--- src/design/bcdtmr_pkg.sv ---
// ----------------------------------------------------------------------------
// bcdtmr_pkg: shared types and constants
// Field widths, action codes and the controller/datapath command bundle for
// the BCD up/down minute timer.
// ----------------------------------------------------------------------------
`default_nettype none

package bcdtmr_pkg;

   localparam int ACTION_W = 2;
   localparam int BUTTON_W = 3;
   localparam int TENS_W   = 3;
   localparam int ONES_W   = 4;
   localparam int PCT_W    = 7;
   localparam int TIME_W   = 12;
   localparam int PROD_W   = TIME_W + PCT_W;   // elapsed * 100

   localparam int ONES_TOP       = 9;
   localparam int TENS_TOP       = 5;
   localparam int TICKS_PER_STEP = 60;
   localparam int PCT_FULL       = 100;

   // one quotient bit per step; percent below 100 fits in PCT_W bits
   localparam int DIV_STEPS = PCT_W;
   localparam int DIV_CNT_W = $clog2(DIV_STEPS);

   typedef enum logic [ACTION_W-1:0] {
      ACT_ADJUST = 2'd0,
      ACT_TOGGLE = 2'd1,
      ACT_RESET  = 2'd2,
      ACT_TICK   = 2'd3
   } action_type;

   // upper two button bits pick the digit, bit 0 picks the direction
   typedef enum logic [1:0] {
      TGT_RIGHT_ONES = 2'd0,
      TGT_RIGHT_TENS = 2'd1,
      TGT_LEFT_ONES  = 2'd2,
      TGT_LEFT_TENS  = 2'd3
   } target_type;

   typedef struct packed {
      logic update;     // apply accepted transaction to timer state
      logic div_init;   // load divider operands
      logic div_step;   // one quotient bit
      logic load_out;   // capture result into output register
   } ctl_cmd_type;

   typedef struct packed {
      logic out_free;   // output register empty or being drained
   } dp_status_type;

endpackage : bcdtmr_pkg

`default_nettype wire

--- src/design/bcdtmr_if.sv ---
// ----------------------------------------------------------------------------
// bcdtmr_if: channel interfaces
// Valid/ready request and response channels of the minute timer.
// ----------------------------------------------------------------------------
`default_nettype none

interface bcdtmr_req_if;
   import bcdtmr_pkg::*;

   logic                valid;
   logic                ready;
   logic [ACTION_W-1:0] action;
   logic [BUTTON_W-1:0] button;

   modport source (output valid, action, button, input ready);
   modport sink   (input valid, action, button, output ready);
endinterface : bcdtmr_req_if

interface bcdtmr_rsp_if;
   import bcdtmr_pkg::*;

   logic              valid;
   logic              ready;
   logic [TENS_W-1:0] left_tens;
   logic [ONES_W-1:0] left_ones;
   logic [TENS_W-1:0] right_tens;
   logic [ONES_W-1:0] right_ones;
   logic              is_running;
   logic [PCT_W-1:0]  progress_percent;
   logic              expired;

   modport source (output valid, left_tens, left_ones, right_tens, right_ones,
                   is_running, progress_percent, expired, input ready);
   modport sink   (input valid, left_tens, left_ones, right_tens, right_ones,
                   is_running, progress_percent, expired, output ready);
endinterface : bcdtmr_rsp_if

`default_nettype wire

--- src/design/bcd_up_down_minute_timer.sv ---
// A response is valid once its request transaction has passed the INIT, DIV
//   and OUT states. A new request is taken only back in IDLE, after the
//   7-step restoring divider for the progress percentage and the output load.
// A pending response does not block the next request: the output register
//   holds it while the next transaction is worked.
// Reset (synchronous, active high): timer cleared to 00:00, stopped, count-up.
// ----------------------------------------------------------------------------
// bcd_up_down_minute_timer: four-digit BCD mm:ss timer
// Adjust, start/stop, reset and one-second tick transactions update the
// displayed digits; each transaction returns one response with the digits,
// run state, progress ring percentage and expiry flag.
// ----------------------------------------------------------------------------
`default_nettype none

module bcd_up_down_minute_timer (
   input  wire logic     clock,
   input  wire logic     reset,
   input  wire logic     csr_we,      // mode register write strobe
   input  wire logic     csr_wdata,   // 1 = count down, 0 = count up
   bcdtmr_req_if.sink    req,
   bcdtmr_rsp_if.source  rsp
);
   import bcdtmr_pkg::*;

   ctl_cmd_type   cmd;
   dp_status_type status;

   // Controller: IDLE takes a transaction, INIT loads the divider,
   // DIV runs one quotient bit per cycle, OUT waits for the output register.
   bcdtmr_ctrl u_ctrl (
      .clock  (clock),
      .reset  (reset),
      .req    (req),
      .status (status),
      .cmd    (cmd)
   );

   // Datapath: the whole state update happens at the accepting edge, the
   // divider then works on the updated elapsed count.
   bcdtmr_dp u_dp (
      .clock      (clock),
      .reset      (reset),
      .csr_we     (csr_we),
      .csr_wdata  (csr_wdata),
      .req_action (req.action),
      .req_button (req.button),
      .cmd        (cmd),
      .status     (status),
      .rsp        (rsp)
   );

   // ------------------------------------------------------------ assertions
   // one transaction in flight: ready drops right after an accept
   a_one_in_flight: assert property (@(posedge clock) disable iff (reset)
      (req.valid && req.ready) |=> !req.ready)
      else $error("request accepted while previous one in progress");

   // progress ring never beyond full scale
   a_pct_range: assert property (@(posedge clock) disable iff (reset)
      rsp.valid |-> (rsp.progress_percent <= PCT_W'(PCT_FULL)))
      else $error("progress percent above 100");

   // expiry always stops the timer
   a_expired_stops: assert property (@(posedge clock) disable iff (reset)
      (rsp.valid && rsp.expired) |-> !rsp.is_running)
      else $error("expired response shows running timer");

   // BCD digits stay in range
   a_digit_range: assert property (@(posedge clock) disable iff (reset)
      rsp.valid |-> (rsp.left_tens <= TENS_W'(TENS_TOP)
                  && rsp.right_tens <= TENS_W'(TENS_TOP)
                  && rsp.left_ones <= ONES_W'(ONES_TOP)
                  && rsp.right_ones <= ONES_W'(ONES_TOP)))
      else $error("digit out of BCD range");

endmodule : bcd_up_down_minute_timer

`default_nettype wire

--- src/design/bcdtmr_ctrl.sv ---
// ----------------------------------------------------------------------------
// bcdtmr_ctrl: sequencing controller
// Accepts a transaction, then steps the datapath through divider setup,
// the quotient bits and the output load.
// ----------------------------------------------------------------------------
`default_nettype none

module bcdtmr_ctrl (
   input  wire logic                      clock,
   input  wire logic                      reset,
   bcdtmr_req_if.sink                     req,
   input  wire bcdtmr_pkg::dp_status_type status,
   output bcdtmr_pkg::ctl_cmd_type        cmd
);
   import bcdtmr_pkg::*;

   typedef enum logic [3:0] {
      ST_IDLE = 4'b0001,
      ST_INIT = 4'b0010,
      ST_DIV  = 4'b0100,
      ST_OUT  = 4'b1000
   } state_type;

   state_type            state_ff, state_in;
   logic [DIV_CNT_W-1:0] cnt_ff, cnt_in;
   logic                 last_step;

   assign req.ready = (state_ff == ST_IDLE);
   assign last_step = (cnt_ff == DIV_CNT_W'(DIV_STEPS - 1));

   always_comb begin
      state_in = state_ff;
      cnt_in   = cnt_ff;
      cmd      = '0;
      case (state_ff)
         ST_IDLE: begin
            if (req.valid) begin
               cmd.update = 1'b1;
               state_in   = ST_INIT;
            end
         end
         ST_INIT: begin
            cmd.div_init = 1'b1;
            cnt_in       = '0;
            state_in     = ST_DIV;
         end
         ST_DIV: begin
            cmd.div_step = 1'b1;
            cnt_in       = cnt_ff + 1'b1;
            if (last_step) begin
               state_in = ST_OUT;
            end
         end
         ST_OUT: begin
            if (status.out_free) begin
               cmd.load_out = 1'b1;
               state_in     = ST_IDLE;
            end
         end
         default: begin
            state_in = ST_IDLE;
         end
      endcase
   end

   always_ff @(posedge clock) begin
      if (reset) begin
         state_ff <= ST_IDLE;
         cnt_ff   <= '0;
      end else begin
         state_ff <= state_in;
         cnt_ff   <= cnt_in;
      end
   end

endmodule : bcdtmr_ctrl

`default_nettype wire

--- src/design/bcdtmr_dp.sv ---
// ----------------------------------------------------------------------------
// bcdtmr_dp: timer datapath
// Digit registers, counters, mode register, restoring percent divider and
// the response output register.
// ----------------------------------------------------------------------------
`default_nettype none

module bcdtmr_dp (
   input  wire logic                                clock,
   input  wire logic                                reset,
   input  wire logic                                csr_we,
   input  wire logic                                csr_wdata,
   input  wire logic [bcdtmr_pkg::ACTION_W-1:0]     req_action,
   input  wire logic [bcdtmr_pkg::BUTTON_W-1:0]     req_button,
   input  wire bcdtmr_pkg::ctl_cmd_type             cmd,
   output bcdtmr_pkg::dp_status_type                status,
   bcdtmr_rsp_if.source                             rsp
);
   import bcdtmr_pkg::*;

   typedef struct packed {
      logic [TENS_W-1:0] lt;
      logic [ONES_W-1:0] lo;
      logic [TENS_W-1:0] rt;
      logic [ONES_W-1:0] ro;
   } digits_type;

   typedef struct packed {
      logic              wrap;
      logic [ONES_W-1:0] value;
   } step_type;

   function automatic step_type step_digit(logic [ONES_W-1:0] d,
                                           logic [ONES_W-1:0] top,
                                           logic down);
      step_type s;
      s.wrap  = 1'b0;
      s.value = d;
      if (down) begin
         if (d == '0) begin
            s.value = top;
            s.wrap  = 1'b1;
         end else begin
            s.value = d - 1'b1;
         end
      end else begin
         if (d >= top) begin
            s.value = '0;
            s.wrap  = 1'b1;
         end else begin
            s.value = d + 1'b1;
         end
      end
      return s;
   endfunction

   function automatic digits_type ripple(digits_type d, logic down);
      digits_type r;
      step_type   s;
      r      = d;
      s      = step_digit(d.ro, ONES_W'(ONES_TOP), down);
      r.ro   = s.value;
      if (s.wrap) begin
         s    = step_digit(ONES_W'(d.rt), ONES_W'(TENS_TOP), down);
         r.rt = s.value[TENS_W-1:0];
         if (s.wrap) begin
            s    = step_digit(d.lo, ONES_W'(ONES_TOP), down);
            r.lo = s.value;
            if (s.wrap) begin
               s    = step_digit(ONES_W'(d.lt), ONES_W'(TENS_TOP), down);
               r.lt = s.value[TENS_W-1:0];
            end
         end
      end
      return r;
   endfunction

   function automatic logic [TIME_W-1:0] to_seconds(digits_type d);
      return TIME_W'(d.lt) * TIME_W'(600) + TIME_W'(d.lo) * TIME_W'(60)
           + TIME_W'(d.rt) * TIME_W'(10) + TIME_W'(d.ro);
   endfunction

   // timer state
   digits_type        dig_ff, dig_in;
   logic              running_ff, running_in;
   logic [TIME_W-1:0] total_ff, total_in;
   logic [TIME_W-1:0] elapsed_ff, elapsed_in;
   logic              expired_ff, expired_in;
   logic              cd_ff;

   // divider
   logic [TIME_W-1:0] den_ff;
   logic [TIME_W-1:0] rem_ff;
   logic [PCT_W-1:0]  num_lo_ff;
   logic [PCT_W-1:0]  quo_ff;
   logic              zero_ff;
   logic              sat_ff;
   logic [PROD_W-1:0] product;
   logic [TIME_W-1:0] den_sel;
   logic [TIME_W:0]   trial;
   logic              fits;

   // output register
   logic              rsp_valid_ff;
   logic [PCT_W-1:0]  pct_ff;
   digits_type        out_dig_ff;
   logic              out_run_ff;
   logic              out_exp_ff;
   logic [PCT_W-1:0]  pct_result;

   // ---------------------------------------------------------------- update
   always_comb begin
      logic [TIME_W-1:0] elapsed_inc;
      logic              down;
      logic              do_clear;
      step_type          s;
      dig_in      = dig_ff;
      running_in  = running_ff;
      total_in    = total_ff;
      elapsed_in  = elapsed_ff;
      expired_in  = expired_ff;
      do_clear    = 1'b0;
      down        = req_button[0];
      s           = '0;
      elapsed_inc = (elapsed_ff == '1) ? elapsed_ff : elapsed_ff + 1'b1;
      if (cmd.update) begin
         expired_in = 1'b0;
         case (action_type'(req_action))
            ACT_ADJUST: begin
               if (!running_ff) begin
                  case (target_type'(req_button[2:1]))
                     TGT_RIGHT_ONES: begin
                        s         = step_digit(dig_ff.ro, ONES_W'(ONES_TOP), down);
                        dig_in.ro = s.value;
                     end
                     TGT_RIGHT_TENS: begin
                        s         = step_digit(ONES_W'(dig_ff.rt), ONES_W'(TENS_TOP),
                                               down);
                        dig_in.rt = s.value[TENS_W-1:0];
                     end
                     TGT_LEFT_ONES: begin
                        s         = step_digit(dig_ff.lo, ONES_W'(ONES_TOP), down);
                        dig_in.lo = s.value;
                     end
                     default: begin
                        s         = step_digit(ONES_W'(dig_ff.lt), ONES_W'(TENS_TOP),
                                               down);
                        dig_in.lt = s.value[TENS_W-1:0];
                     end
                  endcase
                  total_in = to_seconds(dig_in);
               end
            end
            ACT_TOGGLE: begin
               if (running_ff) begin
                  running_in = 1'b0;
               end else if (!(cd_ff && total_ff == '0)) begin
                  running_in = 1'b1;
               end
            end
            ACT_RESET: begin
               do_clear = 1'b1;
            end
            default: begin
               if (running_ff) begin
                  if (!cd_ff) begin
                     total_in = TIME_W'(TICKS_PER_STEP);
                     if (elapsed_inc >= TIME_W'(TICKS_PER_STEP)) begin
                        dig_in     = ripple(dig_ff, 1'b0);
                        elapsed_in = '0;
                     end else begin
                        elapsed_in = elapsed_inc;
                     end
                  end else begin
                     dig_in     = ripple(dig_ff, 1'b1);
                     elapsed_in = elapsed_inc;
                     if (elapsed_inc >= total_ff) begin
                        expired_in = 1'b1;
                        do_clear   = 1'b1;
                     end
                  end
               end
            end
         endcase
         if (do_clear) begin
            dig_in     = '0;
            running_in = 1'b0;
            total_in   = '0;
            elapsed_in = '0;
            if (cd_ff) begin
               dig_in.lo = ONES_W'(1);
               total_in  = TIME_W'(TICKS_PER_STEP);
            end
         end
      end
   end

   always_ff @(posedge clock) begin
      if (reset) begin
         dig_ff     <= '0;
         running_ff <= 1'b0;
         total_ff   <= '0;
         elapsed_ff <= '0;
         expired_ff <= 1'b0;
         cd_ff      <= 1'b0;
      end else begin
         dig_ff     <= dig_in;
         running_ff <= running_in;
         total_ff   <= total_in;
         elapsed_ff <= elapsed_in;
         expired_ff <= expired_in;
         if (csr_we) begin
            cd_ff <= csr_wdata;
         end
      end
   end

   // --------------------------------------------------------------- divider
   // below saturation elapsed < den, so elapsed*100/den < 100 fits PCT_W bits
   assign den_sel = cd_ff ? total_ff : TIME_W'(TICKS_PER_STEP);
   assign product = PROD_W'(elapsed_ff) * PROD_W'(PCT_FULL);
   assign trial   = {rem_ff, num_lo_ff[PCT_W-1]};
   assign fits    = (trial >= {1'b0, den_ff});

   always_ff @(posedge clock) begin
      if (cmd.div_init) begin
         den_ff    <= den_sel;
         rem_ff    <= product[PROD_W-1:PCT_W];
         num_lo_ff <= product[PCT_W-1:0];
         quo_ff    <= '0;
         zero_ff   <= (den_sel == '0);
         sat_ff    <= (elapsed_ff >= den_sel);
      end else if (cmd.div_step) begin
         rem_ff    <= fits ? TIME_W'(trial - {1'b0, den_ff}) : trial[TIME_W-1:0];
         num_lo_ff <= {num_lo_ff[PCT_W-2:0], 1'b0};
         quo_ff    <= {quo_ff[PCT_W-2:0], fits};
      end
   end

   assign pct_result = zero_ff ? '0 : (sat_ff ? PCT_W'(PCT_FULL) : quo_ff);

   // ------------------------------------------------------------ output reg
   assign status.out_free = !rsp_valid_ff || rsp.ready;

   always_ff @(posedge clock) begin
      if (reset) begin
         rsp_valid_ff <= 1'b0;
      end else if (cmd.load_out) begin
         rsp_valid_ff <= 1'b1;
      end else if (rsp.ready) begin
         rsp_valid_ff <= 1'b0;
      end
   end

   always_ff @(posedge clock) begin
      if (cmd.load_out) begin
         out_dig_ff <= dig_ff;
         out_run_ff <= running_ff;
         out_exp_ff <= expired_ff;
         pct_ff     <= pct_result;
      end
   end

   assign rsp.valid            = rsp_valid_ff;
   assign rsp.left_tens        = out_dig_ff.lt;
   assign rsp.left_ones        = out_dig_ff.lo;
   assign rsp.right_tens       = out_dig_ff.rt;
   assign rsp.right_ones       = out_dig_ff.ro;
   assign rsp.is_running       = out_run_ff;
   assign rsp.progress_percent = pct_ff;
   assign rsp.expired          = out_exp_ff;

endmodule : bcdtmr_dp

`default_nettype wire
--- src/flat_wrapper.sv ---
// flat-port wrapper written by rule: the top's interface ports become plain ports
module bcd_up_down_minute_timer_flat import bcdtmr_pkg::*;
  (clock, reset, csr_we, csr_wdata, req_valid, req_action, req_button, req_ready, rsp_valid, rsp_left_tens, rsp_left_ones, rsp_right_tens, rsp_right_ones, rsp_is_running, rsp_progress_percent, rsp_expired, rsp_ready);
  bcdtmr_req_if req_i ();
  bcdtmr_rsp_if rsp_i ();
  input  wire logic clock;
  input  wire logic reset;
  input  wire logic csr_we;
  input  wire logic csr_wdata;
  input wire logic [$bits(req_i.valid)-1:0] req_valid;
  input wire logic [$bits(req_i.action)-1:0] req_action;
  input wire logic [$bits(req_i.button)-1:0] req_button;
  output wire logic [$bits(req_i.ready)-1:0] req_ready;
  output wire logic [$bits(rsp_i.valid)-1:0] rsp_valid;
  output wire logic [$bits(rsp_i.left_tens)-1:0] rsp_left_tens;
  output wire logic [$bits(rsp_i.left_ones)-1:0] rsp_left_ones;
  output wire logic [$bits(rsp_i.right_tens)-1:0] rsp_right_tens;
  output wire logic [$bits(rsp_i.right_ones)-1:0] rsp_right_ones;
  output wire logic [$bits(rsp_i.is_running)-1:0] rsp_is_running;
  output wire logic [$bits(rsp_i.progress_percent)-1:0] rsp_progress_percent;
  output wire logic [$bits(rsp_i.expired)-1:0] rsp_expired;
  input wire logic [$bits(rsp_i.ready)-1:0] rsp_ready;
  assign req_i.valid = req_valid;
  assign req_i.action = req_action;
  assign req_i.button = req_button;
  assign req_ready = req_i.ready;
  assign rsp_valid = rsp_i.valid;
  assign rsp_left_tens = rsp_i.left_tens;
  assign rsp_left_ones = rsp_i.left_ones;
  assign rsp_right_tens = rsp_i.right_tens;
  assign rsp_right_ones = rsp_i.right_ones;
  assign rsp_is_running = rsp_i.is_running;
  assign rsp_progress_percent = rsp_i.progress_percent;
  assign rsp_expired = rsp_i.expired;
  assign rsp_i.ready = rsp_ready;
  bcd_up_down_minute_timer u_core (.clock(clock), .reset(reset), .csr_we(csr_we), .csr_wdata(csr_wdata), .req(req_i), .rsp(rsp_i));
endmodule
--- config.mk ---
export PLATFORM = sky130hd
export DESIGN_NAME = bcd_up_down_minute_timer_flat
export DESIGN_NICKNAME = d
export VERILOG_FILES = /design/src/design/bcdtmr_pkg.sv /design/src/design/bcdtmr_if.sv /design/src/design/bcd_up_down_minute_timer.sv /design/src/design/bcdtmr_ctrl.sv /design/src/design/bcdtmr_dp.sv /design/src/flat_wrapper.sv
export SDC_FILE = /design/constraint.sdc
export NUM_CORES = 1
export LEC_CHECK = 0
export BUFFER_PORTS_ARGS = -buffer_cell sky130_fd_sc_hd__buf_2
export CAP_MARGIN = 20
export CELL_PAD_IN_SITES_DETAIL_PLACEMENT = 1
export CELL_PAD_IN_SITES_GLOBAL_PLACEMENT = 1
export CORE_ASPECT_RATIO = 0.75
export CORE_MARGIN = 2
export CORE_UTILIZATION = 30
export DETAILED_ROUTE_END_ITERATION = 10
export GPL_TIMING_DRIVEN = 0
export PLACE_DENSITY_LB_ADDON = 0.1
export SYNTH_ARGS = -nofsm -noshare
export SYNTH_HDL_FRONTEND = slang
export SYNTH_HIERARCHICAL = 1
export SYNTH_SLANG_ARGS = --single-unit
--- constraint.sdc ---
create_clock -name clock -period 6.9 [get_ports clock]
set_input_delay 0.69 -clock clock [delete_from_list [all_inputs] [get_ports clock]]
set_output_delay 0.69 -clock clock [all_outputs]
set_load 0.05 [all_outputs]
Word level (Yosys, flattened, before mapping). Index checks and enable logic that the tools add are counted.

Bits of input ports: 11. Register bits after elaboration: 110. Logic and storage cells: 226. Output and inout bits: 25.

Multiply operators: 4. Reductions and logical operators: 34. Muxes and demuxes: 121. Order comparisons: 8. Equality and inequality tests: 19. Add/sub/neg operators: 14.

Operators with widths (count): 2-to-1 mux 5 bit (33); 2-to-1 mux 12 bit (13); 2-to-1 mux 4 bit (19); 2-to-1 mux 14 bit (5); 2-to-1 mux 3 bit (14); 2-to-1 mux 7 bit (5); case mux 14 bit (2 select lines) (1); greater-or-equal comparator 12 bit (2); logical NOT 12 bit (2); 2-to-1 mux 1 bit (24); case mux 12 bit (2 select lines) (1); 2-to-1 mux 10 bit (2); multiplier 12 x 5 -> 17 bit, second input constant (1); case mux 4 bit (4 select lines) (1); nonzero test 4 bit (4); greater-or-equal comparator 13 x 12 -> 1 bit (1); adder 12 x 1 -> 12 bit, second input constant (1); adder 12 x 10 -> 12 bit (1); adder 12 x 4 -> 12 bit (1); adder 12 x 7 -> 12 bit (1); equality test 12 bit, second input constant (1); greater-or-equal comparator 12 x 6 -> 1 bit, second input constant (1); != test 4 x 1 -> 1 bit, second input constant (3); subtractor 12 bit (1); 41 further kinds (62).

Logic depth before layout (Yosys ltp).
Word-level depth: 29. Mapped depth: 26.

By module. Netlist, hierarchy kept.

By module, submodules not included: bcdtmr_dp (cells each 1026, times used 1, seq. area each 2602.5 sq um, area an instance 9097.5 sq um); bcdtmr_ctrl (cells each 44, times used 1, seq. area each 140.1 sq um, area an instance 379.1 sq um).

Worst setup path after synthesis. No wires, ideal clock.

Path type: input to register. Start point: in req_button[0]. End point: reg u_core.u_dp.total_ff[10]. Setup slack: 1.264 ns. Cell stages on the path: 24. Data required time: 6.767 ns. Buffers on the path: 1. Arrival: 5.502 ns. Cells stage by stage: clkbuf_1 -> o211ai_1 -> a21oi_1 -> o21ai_0 -> inv_1 -> fa_1 -> inv_1 -> fa_1 -> inv_1 -> ha_1 -> a21o_1 -> a21oi_1 -> o21bai_1 -> a21oi_1 -> xnor2_1 -> ha_1 -> ha_1 -> ha_1 -> or3_1 -> o211ai_1 -> xor2_1 -> nand2_1 -> o2111ai_1 -> o31ai_1.

Word-level cells in the longest chain between the ends: 12.

RTL lines: start: declaration (RTL line flat_wrapper.sv:12) `input wire logic [$bits(req_i.button)-1:0] req_button;`; 2-to-1 mux 3 bit / 2-to-1 mux 4 bit (equally long branches) (RTL line bcdtmr_dp.sv:39) `if (down) begin`; 2-to-1 mux 3 bit / 2-to-1 mux 4 bit (equally long branches) (RTL line bcdtmr_dp.sv:131) `case (target_type'(req_button[2:1]))`; 2-to-1 mux 3 bit / 2-to-1 mux 4 bit (equally long branches) (RTL line bcdtmr_dp.sv:130) `if (!running_ff) begin`; 2-to-1 mux 3 bit / 2-to-1 mux 4 bit (equally long branches) (RTL line bcdtmr_dp.sv:128) `case (action_type'(req_action))`; 2-to-1 mux 3 bit / 2-to-1 mux 4 bit (equally long branches) (RTL line bcdtmr_dp.sv:126) `if (cmd.update) begin`; multiplier 3 x 7 -> 9 bit / multiplier 4 x 4 -> 8 bit (equally long branches) (RTL line bcdtmr_dp.sv:79) `return TIME_W'(d.lt) * TIME_W'(600) + TIME_W'(d.lo) * TIME_W'(60)`; adder 12 x 10 -> 12 bit (RTL line bcdtmr_dp.sv:79); adder 12 x 7 -> 12 bit (RTL line bcdtmr_dp.sv:80) `+ TIME_W'(d.rt) * TIME_W'(10) + TIME_W'(d.ro);`; adder 12 x 4 -> 12 bit * (RTL line bcdtmr_dp.sv:80); 2-to-1 mux 12 bit * (RTL line bcdtmr_dp.sv:130); case mux 12 bit (2 select lines) * (RTL line bcdtmr_dp.sv:128); 2-to-1 mux 12 bit * (RTL line bcdtmr_dp.sv:185) `if (do_clear) begin`; end signal: assignment (RTL line bcdtmr_dp.sv:209) `total_ff <= total_in;`; end: declaration (RTL line bcdtmr_dp.sv:86) `logic [TIME_W-1:0] total_ff, total_in;`.

Mark *: on every way between the ends. The rest lies on a longest branch, timed or not. The select of a mux whose other input is x is not followed. A chain may end at the register's enable or synchronous reset.

Worst setup path after layout.
Start point: reg u_core/u_dp/dig_ff[7] (netlist name). End point: reg u_core.u_dp.total_ff[10].

Word-level cells in the longest chain between the ends: 14.

RTL lines: start: declaration (RTL line bcdtmr_dp.sv:84) `digits_type dig_ff, dig_in;`; start signal: assignment (RTL line bcdtmr_dp.sv:207) `dig_ff <= dig_in;`; adder 4 x 1 -> 4 bit, or another cell as far along; 2-to-1 mux 4 bit, on equally long branches (RTL line bcdtmr_dp.sv:47, bcdtmr_dp.sv:40); 2-to-1 mux 4 bit (RTL line bcdtmr_dp.sv:39); 2-to-1 mux 4 bit * (RTL line bcdtmr_dp.sv:131); 2-to-1 mux 4 bit * (RTL line bcdtmr_dp.sv:130); 2-to-1 mux 4 bit * (RTL line bcdtmr_dp.sv:128); 2-to-1 mux 4 bit * (RTL line bcdtmr_dp.sv:126); multiplier 4 x 4 -> 8 bit * (RTL line bcdtmr_dp.sv:79); adder 12 x 10 -> 12 bit * (RTL line bcdtmr_dp.sv:79); adder 12 x 7 -> 12 bit * (RTL line bcdtmr_dp.sv:80); adder 12 x 4 -> 12 bit * (RTL line bcdtmr_dp.sv:80); 2-to-1 mux 12 bit * (RTL line bcdtmr_dp.sv:130); case mux 12 bit (2 select lines) * (RTL line bcdtmr_dp.sv:128); 2-to-1 mux 12 bit * (RTL line bcdtmr_dp.sv:185).

Marked as above.

==> flow_summary.toml <==
[timing]
final_max_slew_viol_count = 0
finalHoldViolations = 0
relSlewSlack = 0.285
clock.fmax_ghz = 0.159
period_share = 0.912
finalCriticalPeriod_ns = 6.29
tightestPinTransition_ns = 1.06
setup_violations = 0
clock_skew_ns = 0.0107
rsz0062_at_grt = "no"
tns_ns = 0

[finish]
drive_gt1_frac = 0.0792
fin_area_um2 = 10500
fin_nets = 1284
fillers = 3673
area_delta_synth_final_pct = 10.8
layout_commonest_cell = "ha_1"
final_cell_mix = "ha_1, inv_1, nor2_1, nand2_1, a21oi_1"

[drt]
detailroute.via_count = 7947
vias_per_cell = 5.19
routed_wl_mm = 29.0
drtPass1Iterations = 5
drc_errors = 0
wire_per_inst_um = 18.9
drt_iter0_drc = 581
drtAntennaViolNets = 0

[clock_network]
post_cts_buffers = 0
clkSinkCount = 110
cts-root-buf = "clkbuf_16"
clock_latency_ns = 0.38
cts_tree = "built"
clockBufferDepth = 2
clk_pin_slew_ns = 0.08
cts_buffers = 9
h-tree-depth = 3

[worst_setup_path]
path_max_fanout = 10
cp.required_ns = 7.14
cp.arrival_ns = 6.53
startpoint_type = "flop"
crit_family = "adder cells"
critPathKind = "flop to flop"
crit_buf_inv = 3
crit_path_max_incr_delay_ns = 0.52
worst_setup_path_end_kind = "flop"
cpMaxStageDelayCell = "fa_1"
worst_path_most_repeated_cell = "ha_1"

[grt]
met1_usage = 0.292
grt.total_usage = 0.181
gr-usage-met3 = 0.0218
antenna_found_initial = 0
grt_pass1_wl_mm = 46.1
grt_overflow_total = 0
gr-max-usage-layer = "met1"
grt_pass1_vias = 7766
grt_use_met2 = 0.252
grt_max_degree = 20

[logic_synthesis]
ys_seq_area_frac = 0.289
yosys.cell_types.count = 82
synth_seq_cells = 110
synth-main-ff-cell = "dfxtp_1"
async_flop_share = 0
synth_edf_count = 54
syn_nets = 1235
syn_inst = 1070
netlist_area_um2 = 9480
syn_avg_cell_area_um2 = 8.86
ys_warn_count = 6

[floorplanning]
die_x_um = 209
die_h_um = 158
core_area_um2 = 31200
initial_core_util = 0.304
rows = 56
ios = 36
dieArea_um2 = 33000

[placed_design]
portBuffers = 34
gp_congestion = 0.796
hpwl_mm = 23.3
dpl_cell_area_um2 = 10200

[pwr]
power_frac_seq = 0.433
power_density_nw_per_um2 = 158
power.share.clock = 0.331
intPower_mw = 1.11
p_leak_nw = 4.50
sw_frac_of_total = 0.326
p_sw_mw = 0.540
irDropWorstVdd_v = 0.000132
power_frac_comb = 0.236

[job]
maxCapViolCount = 0

[status]
outcome = "finished, final reports clean"

[min_path]
min_path_type = "flop to flop"
-- metal layers --
layer | vias up | wire [um] | share of wire
met5 | - | 0 | 0
met4 | 0 | 223 | 0.0077
met3 | 15 | 879 | 0.030
met2 | 104 | 11100 | 0.38
met1 | 3900 | 16800 | 0.58
li1 | 3928 | - | -
-- final timing paths --
| path | start | to | slack (ns) | cells after the start |
|---|---|---|---|---|
| worst max-delay path | u_core/u_dp/dig_ff[7] | u_core/u_dp/total_ff[10] | 0.61 | 25 |
| worst min-delay path | u_core/u_dp/expired_ff | u_core/u_dp/rsp.expired | 0.44 | 0 |
| worst max register to register | u_core/u_dp/dig_ff[7] | u_core/u_dp/total_ff[10] | 0.61 | 25 |
| worst min register to register | u_core/u_dp/expired_ff | u_core/u_dp/rsp.expired | 0.44 | 0 |
-- power by group through the flow --
| stage | combinational, mW | sequential [mW] | clock, mW |
|---|---|---|---|
| 5_1_grt | 0.451 | 0.719 | 0.592 |
| 6_report | 0.391 | 0.716 | 0.548 |
| 3_3_place_gp | 0.386 | 0.731 | 0 |
| 3_5_place_dp | 0.389 | 0.731 | 0 |
| 2_1_floorplan | 0.280 | 0.725 | 0 |
| 4_1_cts | 0.394 | 0.716 | 0.571 |
-- sequential cells by signal (all words and copies together) (netlist names), 3 cells and up --
name                              count
u_core/u_ctrl/cnt_ff                  3
u_core/u_ctrl/state_ff                4
u_core/u_dp/den_ff                   12
u_core/u_dp/dig_ff                   14
u_core/u_dp/elapsed_ff               12
u_core/u_dp/num_lo_ff                 5
u_core/u_dp/quo_ff                    7
u_core/u_dp/rem_ff                   12
u_core/u_dp/rsp.left_ones             4
u_core/u_dp/rsp.left_tens             3
u_core/u_dp/rsp.progress_percent      7
u_core/u_dp/rsp.right_ones            4
u_core/u_dp/rsp.right_tens            3
u_core/u_dp/total_ff                 12
-- kinds of logic after synthesis --
group	Yosys count	synth area share
buffers and inverters	160	0.0639
AOI/OAI and AO/OA	263	0.190
xor gates and xnor gates	49	0.0453
and+or+nand+nor	300	0.154
DFF	110	0.289
adders and majority gates	154	0.220
muxes	34	0.0372
-- repair_timing --
item,in CTS,in global routing
setup endpoints to repair,0,3
gates resized for setup,0,4
hold buffers,0,0
-- cell usage after synthesis (15+ instances only) --
library cell / n / area, um^2
edfxtp_1: 54 / 1620
a211oi_1: 15 / 113
mux2i_1: 24 / 240
nor3_1: 24 / 120
dfxtp_1: 56 / 1120
ha_1: 133 / 1660
nor2_1: 86 / 323
a21oi_1: 66 / 330
o21ai_0: 56 / 280
inv_1: 122 / 458
nand2_1: 83 / 312
nand3_1: 25 / 125
xnor2_1: 33 / 289
xor2_1: 16 / 140
fa_1: 21 / 420
clkbuf_1: 32 / 120
o211ai_1: 17 / 128
-- through the flow --
step / setup WS (ns) / std cells / hold slack (ns) / total power [mW] / util
finish: 0.609 / 1532 / 0.445 / 1.65 / 0.337
global route: 0.00744 / 1530 / 0.468 / 1.76 / 0.337
CTS: 0.160 / 1530 / 0.444 / 1.68 / 0.336
detailed placement: -0.144 / 1514 / 0.423 / 1.12 / 0.327
global placement: -0.0634 / 1510 / 0.417 / 1.12 / 0.326
floorplan: 1.26 / 1070 / 0.409 / 1.00 / -
-- final cells by class --
cell class / count / area [um^2] / share of cell area
clock inverter: 5 / 48.8 / 0.00465
buffer: 36 / 140 / 0.0133
timing repair buffer: 38 / 200 / 0.0191
inverter: 124 / 465 / 0.0443
clock buffer: 11 / 243 / 0.0231
antenna: 2 / 5.00 / 0.000477
multi-input combinational: 800 / 6150 / 0.585
sequential: 110 / 2740 / 0.261
tap: 406 / 508 / 0.0484
Power figures use the tool's default switching activity.
